**src/ahs_pkg.sv**
```systemverilog
// Shared types, constants and microcode ROM for the allreduce halving schedule unit.
`default_nettype none
package ahs_pkg;

    localparam int MAX_STEPS = 10;
    localparam int CNT_W     = 31;
    localparam int RANK_W    = 11;
    localparam int STEP_W    = 4;
    localparam int UPC_W     = 4;
    localparam int EMIT_W    = 4;

    // register indexes
    localparam logic REG_NRANKS   = 1'b0;
    localparam logic REG_OWN_RANK = 1'b1;

    // phase codes
    localparam logic [1:0] PH_PRE  = 2'd0;
    localparam logic [1:0] PH_RS   = 2'd1;
    localparam logic [1:0] PH_AG   = 2'd2;
    localparam logic [1:0] PH_HAND = 2'd3;

    // microcode addresses
    localparam logic [UPC_W-1:0] UA_IDLE   = 4'd0;
    localparam logic [UPC_W-1:0] UA_REJECT = 4'd1;
    localparam logic [UPC_W-1:0] UA_PSWAP  = 4'd2;
    localparam logic [UPC_W-1:0] UA_PRET   = 4'd3;
    localparam logic [UPC_W-1:0] UA_XSWAP  = 4'd4;
    localparam logic [UPC_W-1:0] UA_XRET   = 4'd5;
    localparam logic [UPC_W-1:0] UA_XHAND  = 4'd6;
    localparam logic [UPC_W-1:0] UA_RS     = 4'd7;
    localparam logic [UPC_W-1:0] UA_AG     = 4'd8;
    localparam logic [UPC_W-1:0] UA_PHAND  = 4'd9;

    // emit codes
    localparam logic [EMIT_W-1:0] EM_NONE       = 4'd0;
    localparam logic [EMIT_W-1:0] EM_REJECT     = 4'd1;
    localparam logic [EMIT_W-1:0] EM_PROXY_SWAP = 4'd2;
    localparam logic [EMIT_W-1:0] EM_PROXY_RET  = 4'd3;
    localparam logic [EMIT_W-1:0] EM_EXTRA_SWAP = 4'd4;
    localparam logic [EMIT_W-1:0] EM_EXTRA_RET  = 4'd5;
    localparam logic [EMIT_W-1:0] EM_EXTRA_HAND = 4'd6;
    localparam logic [EMIT_W-1:0] EM_PROXY_HAND = 4'd7;
    localparam logic [EMIT_W-1:0] EM_RS         = 4'd8;
    localparam logic [EMIT_W-1:0] EM_AG         = 4'd9;

    // branch codes
    localparam logic [2:0] BR_NEXT     = 3'd0;
    localparam logic [2:0] BR_GOTO     = 3'd1;
    localparam logic [2:0] BR_DISPATCH = 3'd2;
    localparam logic [2:0] BR_RS_LOOP  = 3'd3;
    localparam logic [2:0] BR_AG_LOOP  = 3'd4;

    // last-flag modes
    localparam logic [1:0] LM_NO     = 2'd0;
    localparam logic [1:0] LM_YES    = 2'd1;
    localparam logic [1:0] LM_AG_END = 2'd2;

    typedef struct packed {
        logic [EMIT_W-1:0] emit;
        logic [2:0]        br;
        logic [UPC_W-1:0]  target;
        logic [1:0]        last_mode;
    } ctrl_word_t;

    typedef struct packed {
        logic [EMIT_W-1:0] emit;
        logic              last;
        logic [STEP_W-1:0] step;
        logic [STEP_W-1:0] step_next;
    } seq_ctrl_t;

    typedef struct packed {
        logic [STEP_W-1:0] nstep;
        logic [RANK_W-1:0] rem;
        logic [RANK_W-1:0] vrank;
        logic              proxy;
        logic              extra;
    } cfg_info_t;

    typedef struct packed {
        logic [CNT_W-1:0] so;
        logic [CNT_W-1:0] sl;
        logic [CNT_W-1:0] ro;
        logic [CNT_W-1:0] rl;
    } step_entry_t;

    function automatic ctrl_word_t ucode(input logic [UPC_W-1:0] upc);
        ctrl_word_t w;
        w = '{emit: EM_NONE, br: BR_DISPATCH, target: UA_IDLE, last_mode: LM_NO};
        unique case (upc)
            UA_IDLE:   w = '{EM_NONE,       BR_DISPATCH, UA_IDLE,  LM_NO};
            UA_REJECT: w = '{EM_REJECT,     BR_GOTO,     UA_IDLE,  LM_YES};
            UA_PSWAP:  w = '{EM_PROXY_SWAP, BR_NEXT,     UA_IDLE,  LM_NO};
            UA_PRET:   w = '{EM_PROXY_RET,  BR_GOTO,     UA_RS,    LM_NO};
            UA_XSWAP:  w = '{EM_EXTRA_SWAP, BR_NEXT,     UA_IDLE,  LM_NO};
            UA_XRET:   w = '{EM_EXTRA_RET,  BR_NEXT,     UA_IDLE,  LM_NO};
            UA_XHAND:  w = '{EM_EXTRA_HAND, BR_GOTO,     UA_IDLE,  LM_YES};
            UA_RS:     w = '{EM_RS,         BR_RS_LOOP,  UA_AG,    LM_NO};
            UA_AG:     w = '{EM_AG,         BR_AG_LOOP,  UA_PHAND, LM_AG_END};
            UA_PHAND:  w = '{EM_PROXY_HAND, BR_GOTO,     UA_IDLE,  LM_YES};
            default:   w = '{EM_NONE,       BR_DISPATCH, UA_IDLE,  LM_NO};
        endcase
        return w;
    endfunction

    function automatic logic [STEP_W-1:0] floor_log2(input logic [RANK_W-1:0] v);
        logic [STEP_W-1:0] n;
        n = '0;
        for (int i = 1; i < RANK_W; i++) begin
            if (v[i])
            begin
                n = STEP_W'(i);
            end
        end
        return n;
    endfunction

endpackage
`default_nettype wire

```
**src/ahs_sequencer.sv**
```systemverilog
// Microcode sequencer: program counter, step counter and branch logic.
`default_nettype none
module ahs_sequencer (
    input  wire logic              clk,
    input  wire logic              rst_n,
    input  wire logic              start,
    input  wire logic              reject,
    input  wire ahs_pkg::cfg_info_t info,
    output logic                   busy,
    output logic                   accept,
    output ahs_pkg::seq_ctrl_t     ctrl
);
    import ahs_pkg::*;

    logic [UPC_W-1:0]  upc_reg, upc_next;
    logic [STEP_W-1:0] ctr_reg, ctr_next;
    ctrl_word_t        cw;

    assign cw     = ucode(upc_reg);
    assign busy   = (upc_reg != UA_IDLE);
    assign accept = start && !busy;

    always_comb
    begin
        upc_next = upc_reg;
        ctr_next = ctr_reg;
        unique case (cw.br)
            BR_NEXT:
            begin
                upc_next = upc_reg + UPC_W'(1);
            end
            BR_GOTO:
            begin
                upc_next = cw.target;
            end
            BR_DISPATCH:
            begin
                ctr_next = '0;
                if (start)
                begin
                    if (reject)
                        upc_next = UA_REJECT;
                    else if (info.proxy)
                        upc_next = UA_PSWAP;
                    else if (info.extra)
                        upc_next = UA_XSWAP;
                    else
                        upc_next = UA_RS;
                end
            end
            BR_RS_LOOP:
            begin
                if ((ctr_reg + STEP_W'(1)) < info.nstep)
                    ctr_next = ctr_reg + STEP_W'(1);
                else
                begin
                    upc_next = cw.target;
                    ctr_next = info.nstep - STEP_W'(1);
                end
            end
            BR_AG_LOOP:
            begin
                if (ctr_reg != '0)
                    ctr_next = ctr_reg - STEP_W'(1);
                else
                    upc_next = info.proxy ? cw.target : UA_IDLE;
            end
            default:
            begin
                upc_next = UA_IDLE;
            end
        endcase
    end

    always_comb
    begin
        ctrl.emit      = cw.emit;
        ctrl.step      = ctr_reg;
        ctrl.step_next = ctr_next;
        unique case (cw.last_mode)
            LM_YES:    ctrl.last = 1'b1;
            LM_AG_END: ctrl.last = (ctr_reg == '0) && !info.proxy;
            default:   ctrl.last = 1'b0;
        endcase
    end

    always_ff @(posedge clk or negedge rst_n)
    begin
        if (!rst_n)
        begin
            upc_reg <= UA_IDLE;
            ctr_reg <= '0;
        end
        else
        begin
            upc_reg <= upc_next;
            ctr_reg <= ctr_next;
        end
    end

endmodule
`default_nettype wire

```
**src/ahs_datapath.sv**
```systemverilog
// Schedule datapath: window halving, peer mapping, step table and result registers.
`default_nettype none
module ahs_datapath (
    input  wire logic                        clk,
    input  wire logic                        rst_n,
    input  wire logic                        accept,
    input  wire logic [ahs_pkg::CNT_W-1:0]   element_count,
    input  wire logic [ahs_pkg::RANK_W-1:0]  own_rank,
    input  wire ahs_pkg::cfg_info_t          info,
    input  wire ahs_pkg::seq_ctrl_t          ctrl,
    output logic                             result_valid,
    output logic [1:0]                       phase,
    output logic [ahs_pkg::RANK_W-1:0]       peer_rank,
    output logic [ahs_pkg::CNT_W-1:0]        send_offset,
    output logic [ahs_pkg::CNT_W-1:0]        send_length,
    output logic [ahs_pkg::CNT_W-1:0]        recv_offset,
    output logic [ahs_pkg::CNT_W-1:0]        recv_length,
    output logic                             reduce_received,
    output logic [ahs_pkg::STEP_W-1:0]       step_number,
    output logic                             rejected,
    output logic                             last
);
    import ahs_pkg::*;

    logic [CNT_W-1:0]  count_reg;
    logic [CNT_W-1:0]  win_reg, win_next;
    logic [CNT_W-1:0]  base_reg, base_next;
    logic [CNT_W-1:0]  lh, rh, half, other, base_half;
    logic [RANK_W-1:0] np, peer, rank_up, rank_dn;
    logic              low_side;
    step_entry_t       rs_entry;
    step_entry_t       step_mem [MAX_STEPS];
    step_entry_t       rd_reg;

    logic              valid_reg, valid_next;
    logic [1:0]        phase_reg, phase_next;
    logic [RANK_W-1:0] peer_reg, peer_next;
    logic [CNT_W-1:0]  so_reg, so_next, sl_reg, sl_next;
    logic [CNT_W-1:0]  ro_reg, ro_next, rl_reg, rl_next;
    logic              red_reg, red_next;
    logic [STEP_W-1:0] step_reg, step_next;
    logic              rej_reg, rej_next;
    logic              last_reg, last_next;

    assign lh      = count_reg >> 1;
    assign rh      = count_reg - lh;
    assign rank_up = own_rank + RANK_W'(1);
    assign rank_dn = own_rank - RANK_W'(1);

    // peer of a halving step, mapped back to the real rank
    assign np   = info.vrank ^ (RANK_W'(1) << ctrl.step);
    assign peer = (np < info.rem) ? {np[RANK_W-2:0], 1'b0} : np + info.rem;

    assign low_side  = own_rank < peer;
    assign half      = win_reg >> 1;
    assign other     = win_reg - half;
    assign base_half = base_reg + half;

    always_comb
    begin
        if (low_side)
        begin
            rs_entry.rl = half;
            rs_entry.sl = other;
            rs_entry.ro = base_reg;
            rs_entry.so = base_half;
        end
        else
        begin
            rs_entry.sl = half;
            rs_entry.rl = other;
            rs_entry.so = base_reg;
            rs_entry.ro = base_half;
        end
    end

    always_comb
    begin
        win_next  = win_reg;
        base_next = base_reg;
        if (accept)
        begin
            win_next  = element_count;
            base_next = '0;
        end
        else if (ctrl.emit == EM_RS)
        begin
            win_next  = rs_entry.rl;
            base_next = rs_entry.ro;
        end
    end

    always_comb
    begin
        valid_next = 1'b1;
        phase_next = PH_PRE;
        peer_next  = '0;
        so_next    = '0;
        sl_next    = '0;
        ro_next    = '0;
        rl_next    = '0;
        red_next   = 1'b0;
        step_next  = '0;
        rej_next   = 1'b0;
        last_next  = ctrl.last;
        unique case (ctrl.emit)
            EM_NONE:
            begin
                valid_next = 1'b0;
            end
            EM_REJECT:
            begin
                rej_next = 1'b1;
            end
            EM_PROXY_SWAP:
            begin
                peer_next = rank_up;
                so_next   = lh;
                sl_next   = rh;
                rl_next   = lh;
                red_next  = 1'b1;
            end
            EM_PROXY_RET:
            begin
                peer_next = rank_up;
                ro_next   = lh;
                rl_next   = rh;
                step_next = STEP_W'(1);
            end
            EM_EXTRA_SWAP:
            begin
                peer_next = rank_dn;
                sl_next   = lh;
                ro_next   = lh;
                rl_next   = rh;
                red_next  = 1'b1;
            end
            EM_EXTRA_RET:
            begin
                peer_next = rank_dn;
                so_next   = lh;
                sl_next   = rh;
                step_next = STEP_W'(1);
            end
            EM_EXTRA_HAND:
            begin
                phase_next = PH_HAND;
                peer_next  = rank_dn;
                rl_next    = count_reg;
            end
            EM_PROXY_HAND:
            begin
                phase_next = PH_HAND;
                peer_next  = rank_up;
                sl_next    = count_reg;
            end
            EM_RS:
            begin
                phase_next = PH_RS;
                peer_next  = peer;
                so_next    = rs_entry.so;
                sl_next    = rs_entry.sl;
                ro_next    = rs_entry.ro;
                rl_next    = rs_entry.rl;
                red_next   = 1'b1;
                step_next  = ctrl.step;
            end
            EM_AG:
            begin
                phase_next = PH_AG;
                peer_next  = peer;
                so_next    = rd_reg.ro;
                sl_next    = rd_reg.rl;
                ro_next    = rd_reg.so;
                rl_next    = rd_reg.sl;
                step_next  = ctrl.step;
            end
            default:
            begin
                valid_next = 1'b0;
            end
        endcase
    end

    // step table, read one step ahead with write bypass
    always_ff @(posedge clk)
    begin
        if (ctrl.emit == EM_RS)
            step_mem[ctrl.step] <= rs_entry;
        if ((ctrl.emit == EM_RS) && (ctrl.step == ctrl.step_next))
            rd_reg <= rs_entry;
        else
            rd_reg <= step_mem[ctrl.step_next];
    end

    always_ff @(posedge clk)
    begin
        if (accept)
            count_reg <= element_count;
        win_reg   <= win_next;
        base_reg  <= base_next;
        phase_reg <= phase_next;
        peer_reg  <= peer_next;
        so_reg    <= so_next;
        sl_reg    <= sl_next;
        ro_reg    <= ro_next;
        rl_reg    <= rl_next;
        red_reg   <= red_next;
        step_reg  <= step_next;
        rej_reg   <= rej_next;
        last_reg  <= last_next;
    end

    always_ff @(posedge clk or negedge rst_n)
    begin
        if (!rst_n)
            valid_reg <= 1'b0;
        else
            valid_reg <= valid_next;
    end

    assign result_valid    = valid_reg;
    assign phase           = phase_reg;
    assign peer_rank       = peer_reg;
    assign send_offset     = so_reg;
    assign send_length     = sl_reg;
    assign recv_offset     = ro_reg;
    assign recv_length     = rl_reg;
    assign reduce_received = red_reg;
    assign step_number     = step_reg;
    assign rejected        = rej_reg;
    assign last            = last_reg;

endmodule
`default_nettype wire

```
**src/allreduce_halving_schedule_unit.sv**
```systemverilog
// Top level: configuration registers, rank classing and sequencer/datapath hookup.
//
//   channel   signals                                   direction
//   request   start, busy, element_count, op_commutative  in (busy out)
//   result    result_valid, phase .. last                out, one cycle each
//   config    cfg_wr_en, cfg_index, cfg_wdata             in, no wait
//
// One result per cycle; the first passes through the program counter and then the result
// registers after the request is taken. Results per request: base 2*log2(P), proxy
// 2*log2(P)+3, extra 3, rejected 1; the microcode step loop sets this.
// busy is low in the cycle the last result is shown, so the next request
// can be taken then. Reset idles the sequencer and sets a group of 2, rank 0.
// Results are never held; the receiver must take each one as it appears.
`default_nettype none
module allreduce_halving_schedule_unit (
    input  wire logic                        clk,
    input  wire logic                        rst_n,
    input  wire logic                        start,
    output logic                             busy,
    input  wire logic [ahs_pkg::CNT_W-1:0]   element_count,
    input  wire logic                        op_commutative,
    input  wire logic                        cfg_wr_en,
    input  wire logic                        cfg_index,
    input  wire logic [ahs_pkg::RANK_W-1:0]  cfg_wdata,
    output logic                             result_valid,
    output logic [1:0]                       phase,
    output logic [ahs_pkg::RANK_W-1:0]       peer_rank,
    output logic [ahs_pkg::CNT_W-1:0]        send_offset,
    output logic [ahs_pkg::CNT_W-1:0]        send_length,
    output logic [ahs_pkg::CNT_W-1:0]        recv_offset,
    output logic [ahs_pkg::CNT_W-1:0]        recv_length,
    output logic                             reduce_received,
    output logic [ahs_pkg::STEP_W-1:0]       step_number,
    output logic                             rejected,
    output logic                             last
);
    import ahs_pkg::*;

    logic [RANK_W-1:0] nranks_reg, own_rank_reg;
    cfg_info_t         info;
    seq_ctrl_t         ctrl;
    logic              reject;
    logic              accept;
    logic              in_pairs;

    always_ff @(posedge clk or negedge rst_n)
    begin
        if (!rst_n)
        begin
            nranks_reg   <= RANK_W'(2);
            own_rank_reg <= '0;
        end
        else if (cfg_wr_en)
        begin
            unique case (cfg_index)
                REG_NRANKS:   nranks_reg   <= cfg_wdata;
                REG_OWN_RANK: own_rank_reg <= cfg_wdata;
                default:      ;
            endcase
        end
    end

    assign info.nstep = floor_log2(nranks_reg);
    assign info.rem   = nranks_reg - (RANK_W'(1) << info.nstep);
    assign in_pairs   = {1'b0, own_rank_reg} < {info.rem, 1'b0};
    assign info.proxy = in_pairs && !own_rank_reg[0];
    assign info.extra = in_pairs && own_rank_reg[0];
    assign info.vrank = info.proxy ? (own_rank_reg >> 1)
                      : info.extra ? '0
                      : own_rank_reg - info.rem;

    assign reject = (nranks_reg < RANK_W'(2))
                 || (own_rank_reg >= nranks_reg)
                 || (info.nstep > STEP_W'(MAX_STEPS))
                 || (element_count < CNT_W'(nranks_reg))
                 || !op_commutative;

    ahs_sequencer u_seq (
        .clk    (clk),
        .rst_n  (rst_n),
        .start  (start),
        .reject (reject),
        .info   (info),
        .busy   (busy),
        .accept (accept),
        .ctrl   (ctrl)
    );

    ahs_datapath u_dp (
        .clk             (clk),
        .rst_n           (rst_n),
        .accept          (accept),
        .element_count   (element_count),
        .own_rank        (own_rank_reg),
        .info            (info),
        .ctrl            (ctrl),
        .result_valid    (result_valid),
        .phase           (phase),
        .peer_rank       (peer_rank),
        .send_offset     (send_offset),
        .send_length     (send_length),
        .recv_offset     (recv_offset),
        .recv_length     (recv_length),
        .reduce_received (reduce_received),
        .step_number     (step_number),
        .rejected        (rejected),
        .last            (last)
    );

endmodule
`default_nettype wire
```
**config.mk**
```make
export PLATFORM = sky130hd
export DESIGN_NAME = allreduce_halving_schedule_unit
export DESIGN_NICKNAME = d
export VERILOG_FILES = /design/src/ahs_pkg.sv /design/src/ahs_sequencer.sv /design/src/ahs_datapath.sv /design/src/allreduce_halving_schedule_unit.sv
export SDC_FILE = /design/constraint.sdc
export NUM_CORES = 2
export LEC_CHECK = 0
export BUFFER_PORTS_ARGS = -buffer_cell sky130_fd_sc_hd__buf_2
export CAP_MARGIN = 20
export CELL_PAD_IN_SITES_DETAIL_PLACEMENT = 1
export CELL_PAD_IN_SITES_GLOBAL_PLACEMENT = 1
export CORE_ASPECT_RATIO = 1.4
export CORE_MARGIN = 2
export CORE_UTILIZATION = 40
export DETAILED_ROUTE_END_ITERATION = 12
export PLACE_DENSITY_LB_ADDON = 0.3
export RECOVER_POWER = 25
export SLEW_MARGIN = 30
export SYNTH_ARGS = -nofsm -noshare
export SYNTH_HDL_FRONTEND = slang
export SYNTH_SLANG_ARGS = --single-unit
export TNS_END_PERCENT = 1
```
**constraint.sdc**
```tcl
create_clock -name clk -period 9.5 [get_ports clk]
set_input_delay 0.95 -clock clk [delete_from_list [all_inputs] [get_ports clk]]
set_output_delay 0.95 -clock clk [all_outputs]
set_load 0.01 [all_outputs]
```
# Yosys cells after proc, flatten, opt, wreduce, memory -nomap -nowiden
# Memories as Yosys holds them, arrays and structs flattened. A register that Yosys moved wholly into a read port is not among the register bits.
# Index checks and enable logic that the tools add are counted.
[totals]
regBits = 268
ramBits = 1240
mem_bits_ro = 208
inputBits = 48
output_inout_bits = 146
elab_cells = 131
memories = 2
[op_classes]
addsub = 12
magnitude_cmp = 8
eq_ne = 18
n_shift = 2
muxes = 40
n_bitwise = 2
n_reduce_logical = 29
[mem_list]
columns = ["name", "words", "word_bits", "read_ports", "rd_clocked_by_memory_dff", "wr", "line", "text"]
rows = [
  ["u_dp.step_mem", 10, 124, 1, 1, 1, "ahs_datapath.sv:32", "step_entry_t step_mem [MAX_STEPS];"],
  ["(name not given)", 16, 13, 1, 0, 0, "ahs_pkg.sv:90", "unique case (upc)"],
]
[ops]
columns = ["operator", "count"]
rows = [
  ["$pmux W31 S5", 2],
  ["$pmux W31 S3", 2],
  ["$mux W124", 1],
  ["$mux W4", 17],
  ["$mux W31", 2],
  ["$sub A31 B30 Y31", 2],
  ["$mux W11", 3],
  ["$pmux W11 S3", 1],
  ["$add A31 B30 Y31", 1],
  ["$lt A31 B11 Y1", 1],
  ["$lt A11 B11 Y1", 2],
  ["$shl A1 B4 Y11 const A", 2],
  ["$sub A11 B11 Y11", 2],
  ["$pmux W4 S5", 1],
  ["$eq A4 B3 Y1 const B", 4],
  ["$lt A11 B12 Y1", 1],
  ["$pmux W4 S3", 1],
  ["$add A11 B1 Y11 const B", 1],
  ["$add A11 B11 Y11", 1],
  ["$ge A11 B11 Y1", 1],
  ["$lt A11 B2 Y1 const B", 1],
  ["$sub A11 B1 Y11 const B", 1],
  ["$xor A11 B11 Y11", 1],
  ["$reduce_or A2 Y1", 5],
  ["30 further kinds", 55],
]

# Longest topological paths before layout
[depth]
depth_word = 23
mapped_depth = 53
ltp_nobuf = 50

# Modules after synthesis
# A second synthesis with hierarchy kept.
[unflattened]
hier_cells = 4490
hier_area_um2 = 67820.0
[by_module_without_submodules]
columns = ["module", "n_inst", "cells_per_inst", "area_each_um2", "seq_area_each_um2"]
rows = [
  ["ahs_datapath", 1, 4023, 63913.8, 42706.0],
  ["allreduce_halving_schedule_unit", 1, 337, 2806.4, 551.8],
  ["ahs_sequencer", 1, 130, 1099.8, 200.2],
]

# Worst setup path after synthesis
# Ideal clock, no wire load.
[synth_path]
path_type = "reg2reg"
startpoint = "register nranks_reg[7]"
endpoint = "memory u_dp.step_mem[0][50] (netlist name), data pin"
setup_ns = 0.337
arrival_time_ns = 9.509
required_ns = 9.163
setup_slack_ns = -0.346
path_stages_with_launch = 45
path_buffers = 6
period_less_slack_ns = 9.846
path_cell_list = "dfrtp_1 -> inv_1 -> o311ai_0 -> a31oi_1 -> ha_1 -> and3_1 -> ha_1 -> inv_1 -> fa_1 -> a21oi_1 -> nor2b_1 -> nor2_1 -> xnor2_1 -> inv_1 -> ha_1 -> nand3_1 -> a21oi_1 -> a211o_1 -> [... 9 more ...] -> a2111oi_0 -> o31a_1 -> o21ai_1 -> o21a_1 -> a21oi_1 -> clkbuf_1 -> nor2_1 -> a21oi_1 -> ha_1 -> a211oi_1 -> nand3_1 -> nor3b_1 -> o21a_1 -> clkbuf_1 -> clkbuf_1 -> buf_1 -> clkbuf_1 -> o21ai_0"
[synth_rtl]
columns = ["item", "line", "text"]
rows = [
  ["from (decl)", "allreduce_halving_schedule_unit.sv:39", "logic [RANK_W-1:0] nranks_reg, own_rank_reg;"],
  ["from (signal assigned)", "allreduce_halving_schedule_unit.sv:56", "REG_NRANKS: nranks_reg <= cfg_wdata;"],
  ["to (decl)", "ahs_datapath.sv:32", ""],
]

==> results_dict.tcl <==
set metrics [dict create \
    drt_iter0_markers 4571 \
    worst_ep_arrival_time_ns 9.86 \
    drc 0 \
    crit_path_top_delay_cell "dfstp_2" \
    ys_types 88 \
    worstSetupPathType "flip-flop to flip-flop" \
    whs_path_depth 3 \
    drv_slew 278 \
    postSynthRegisterBits 1512 \
    gp_congestion 0.9039 \
    clock-root-buffer "clkbuf_16" \
    detailedPlace.worstSlack_ns -0.3819 \
    synthArstFlopShare_pct 2.050 \
    post_drt_via_cell_ratio 5.940 \
    area_delta_synth_final_pct 17.61 \
    initial_utilization_pct 40.18 \
    rows 178 \
    grt_max_degree 139 \
    syn_area_per_cell_um2 14.86 \
    multi_input_area_um2 23040 \
    outcome "complete, but fails checks" \
    via_count 44030 \
    dpl.hpwl_mm 138.3 \
    postCtsHoldBufs 0 \
    postSynthCellCount 4529 \
    drive_gt1_share_pct 20.58 \
    dieArea_um2 171600 \
    pin_count 194 \
    io_buffers 193 \
    fin_skew_ns 0.04512 \
    grt_use_met3_pct 4.392 \
    fin_crit_sh_pct 98.15 \
    worst_setup_path_end_kind "flip-flop" \
    met2_usage_pct 42.60 \
    synth_warnings 0 \
    critPathMostFrequentCell "a21oi_2" \
    clockBufferDepth 3 \
    largest_register "u_dp.step_mem" \
    wire_per_inst_um 29.69 \
    hold_viol_final 0 \
    tritoncts "done" \
    postRouteAntennaNets 0 \
    cts_buffers 152 \
    setup_ws_ns 0.1762 \
    cp_data_required_time_ns 10.03 \
    regArea_um2 43470 \
    fin_area_um2 79150 \
    grt_pass1_wl_mm 318.2 \
    clk_pin_slew_ns 0.07 \
    drt_wl_total_mm 220.1 \
    synth_fp_nets 4782 \
    hold_end "nranks_reg[7]$_DFFE_PN0P_" \
    die_h_um 489.3 \
    maxSlewHeadroom_pct -114.2 \
    core_area_um2 167500 \
    netlist_area_um2 67290 \
    synthFlopType "edfxtp_1" \
    hold_start "cfg_wdata[7]" \
    violations "max-capacitance violations, max-slew violations" \
    fin_util_pct 47.26 \
    busiest_layer "met2" \
    grt_use_met1_pct 33.79 \
    grt_pass1_vias 46480 \
    h-tree-depth 4 \
    r2r_setup_slack_ns 0.18 \
    grt_overflow_total 0 \
    synth_edf_count 1302 \
    r2r-end "u_dp.step_mem[9][1]$_DFFE_PP_" \
    r2r_cells 54 \
    clock_latency_ns 0.83 \
    largest_reg_flops 1240 \
    cp_max_fo 7 \
    seq_area_frac_synth_pct 64.58 \
    worst_pin_slew_ns 3.213 \
    grt_usage_pct 25.47 \
    critPathLaunch "nranks_reg[1]$_DFFE_PN1P_" \
    reg2reg_from "nranks_reg[1]$_DFFE_PN1P_" \
    fillers 16720 \
    postPlaceCellArea_um2 73320 \
    clock_sinks 1512 \
    fmax_ghz 0.1073 \
    cp_slowest_stage_delay_ns 0.54 \
    antenna_found_initial 20 \
    drt_pre_antenna_iters 6 \
    cp-start-kind "flip-flop" \
    maxCapViolCount 9 \
    min_path_type "primary input to flip-flop" \
    nets 5280 \
    post-route-min-period_ns 9.324 \
    dieWidth_um 350.7 \
    rsz0062_at_grt "true" \
    setup_viol 0 \
]
-- cells in the mapped netlist (49+ instances only) --
cell type,instances,share of area (%)
a211oi_1,185,2.1
a21o_1,74,0.83
a21oi_1,250,1.9
a221o_1,65,0.97
a222oi_1,60,0.89
clkbuf_1,174,0.97
dfxtp_1,179,5.3
edfxtp_1,1302,58
ha_1,198,3.7
inv_1,144,0.80
mux2i_1,144,2.1
mux4_2,248,8.3
nand2_1,316,1.8
nor2_1,175,0.98
nor2b_1,147,1.4
o21ai_0,143,1.1
xnor2_1,71,0.92
xor2_1,49,0.64
-- layout by cell type (no fill, tap or decap), types with 15 or more instances in the layout --
| cell | Yosys | layout |
|---|---|---|
| o21ai_1 | 25 | 37 |
| nor2b_1 | 147 | 145 |
| dfrtp_1 | 30 | 30 |
| nand3_1 | 44 | 40 |
| mux2_2 | 45 | 40 |
| dfxtp_1 | 179 | 175 |
| mux2i_1 | 144 | 134 |
| a222oi_1 | 60 | 60 |
| clkbuf_16 | 0 | 158 |
| clkinvlp_4 | 0 | 16 |
| nor2_1 | 175 | 162 |
| xor2_1 | 49 | 46 |
| clkinv_2 | 0 | 17 |
| ha_1 | 198 | 187 |
| buf_4 | 1 | 311 |
| buf_12 | 0 | 38 |
| o21ai_2 | 3 | 15 |
| mux4_2 | 248 | 248 |
| o21ai_0 | 143 | 117 |
| o21a_1 | 27 | 26 |
| nand2b_1 | 22 | 22 |
| a211oi_1 | 185 | 184 |
| edfxtp_1 | 1302 | 1302 |
| a21o_1 | 74 | 74 |
| a221o_1 | 65 | 65 |
| clkbuf_8 | 0 | 15 |
| a21oi_2 | 0 | 16 |
| xnor2_1 | 71 | 67 |
| and2_1 | 23 | 21 |
| inv_1 | 144 | 132 |
| nand2_1 | 316 | 307 |
| o21bai_1 | 18 | 17 |
| a21oi_1 | 250 | 232 |
| clkbuf_1 | 174 | 235 |
| buf_6 | 0 | 22 |
| a31oi_1 | 18 | 17 |
| nor3_1 | 20 | 20 |
| o211ai_1 | 34 | 34 |
-- metrics by stage --
step	hold WS, ns	instances	TNS (ns)
floorplan	0.4617	4529	-2.683
global route	0.3817	7407	-227.89
CTS	0.2561	7378	0
global placement	0.4883	7082	-200.64
detailed placement	0.4977	7082	-254.76
finish	0.3760	7412	0
-- timing repair --
item | CTS | global route
pin swaps | 20 | 63
resized for setup | 27 | 154
buffers inserted | 11 | 23
endpoints found under the hold margin | 0 | 0
endpoints found under the setup margin | 1412 | 1426
cloned | 2 | 4
-- per-layer routing --
metal	vias up	part of all wire (%)
li1	18830	-
met1	23050	41
met2	1748	49
met3	390	7.7
met4	12	3.1
met5	-	0.036
-- area by class of cell --
| cell class | instances | share of cell area [%] |
|---|---|---|
| Antenna cell | 6 | 0.01897 |
| Tap cell | 2250 | 3.557 |
| Timing Repair inverter | 1 | 0.009485 |
| Timing Repair Buffer | 579 | 5.375 |
| Sequential cell | 1512 | 54.93 |
| Inverter | 148 | 0.7161 |
| Multi-Input combinational cell | 2633 | 29.11 |
| Clock inverter | 65 | 0.8663 |
| Clock buffer | 218 | 5.416 |
-- critical path, delay by kind of cell, from the launching register on --
| family | cells | cell delay [ns] |
|---|---|---|
| buffers and inverters | 13 | 1.66 |
| AOI/OAI and AO/OA | 18 | 3.04 |
| adders and majority gates | 6 | 1.39 |
| DFF | 1 | 0.54 |
| muxes | 2 | 0.35 |
| xor gates and xnor gates | 3 | 0.49 |
| and+or+nand+nor | 12 | 1.55 |
-- logic make-up after synthesis --
logic type / after synthesis / share of synthesized area [%]
buf+inv: 384 / 2.183
simple gates: 840 / 5.950
fa+ha+maj: 205 / 3.890
mux: 442 / 11.28
compound gates: 1026 / 10.56
flops: 1512 / 64.58
xor+xnor: 120 / 1.562
-- how the worst max path moves through the flow --
stage	to	slack [ns]	cells after the start
finish	u_dp.step_mem[9][1]$_DFFE_PP_	0.18	54
CTS	u_dp.send_length[14]$_DFF_P_	0.01	49
global placement	u_dp.step_mem[0][65]$_DFFE_PP_	-0.36	49
global route	u_dp.base_reg[13]$_SDFFE_PP0P_	-0.31	55
floorplan	u_dp.step_mem[0][50]$_DFFE_PP_	-0.03	47
detailed placement	u_dp.send_length[27]$_DFF_P_	-0.38	45
Power is left out: the tool's default activity adds up to more than one toggle a clock period on the data nets, which glitch-free logic cannot reach.
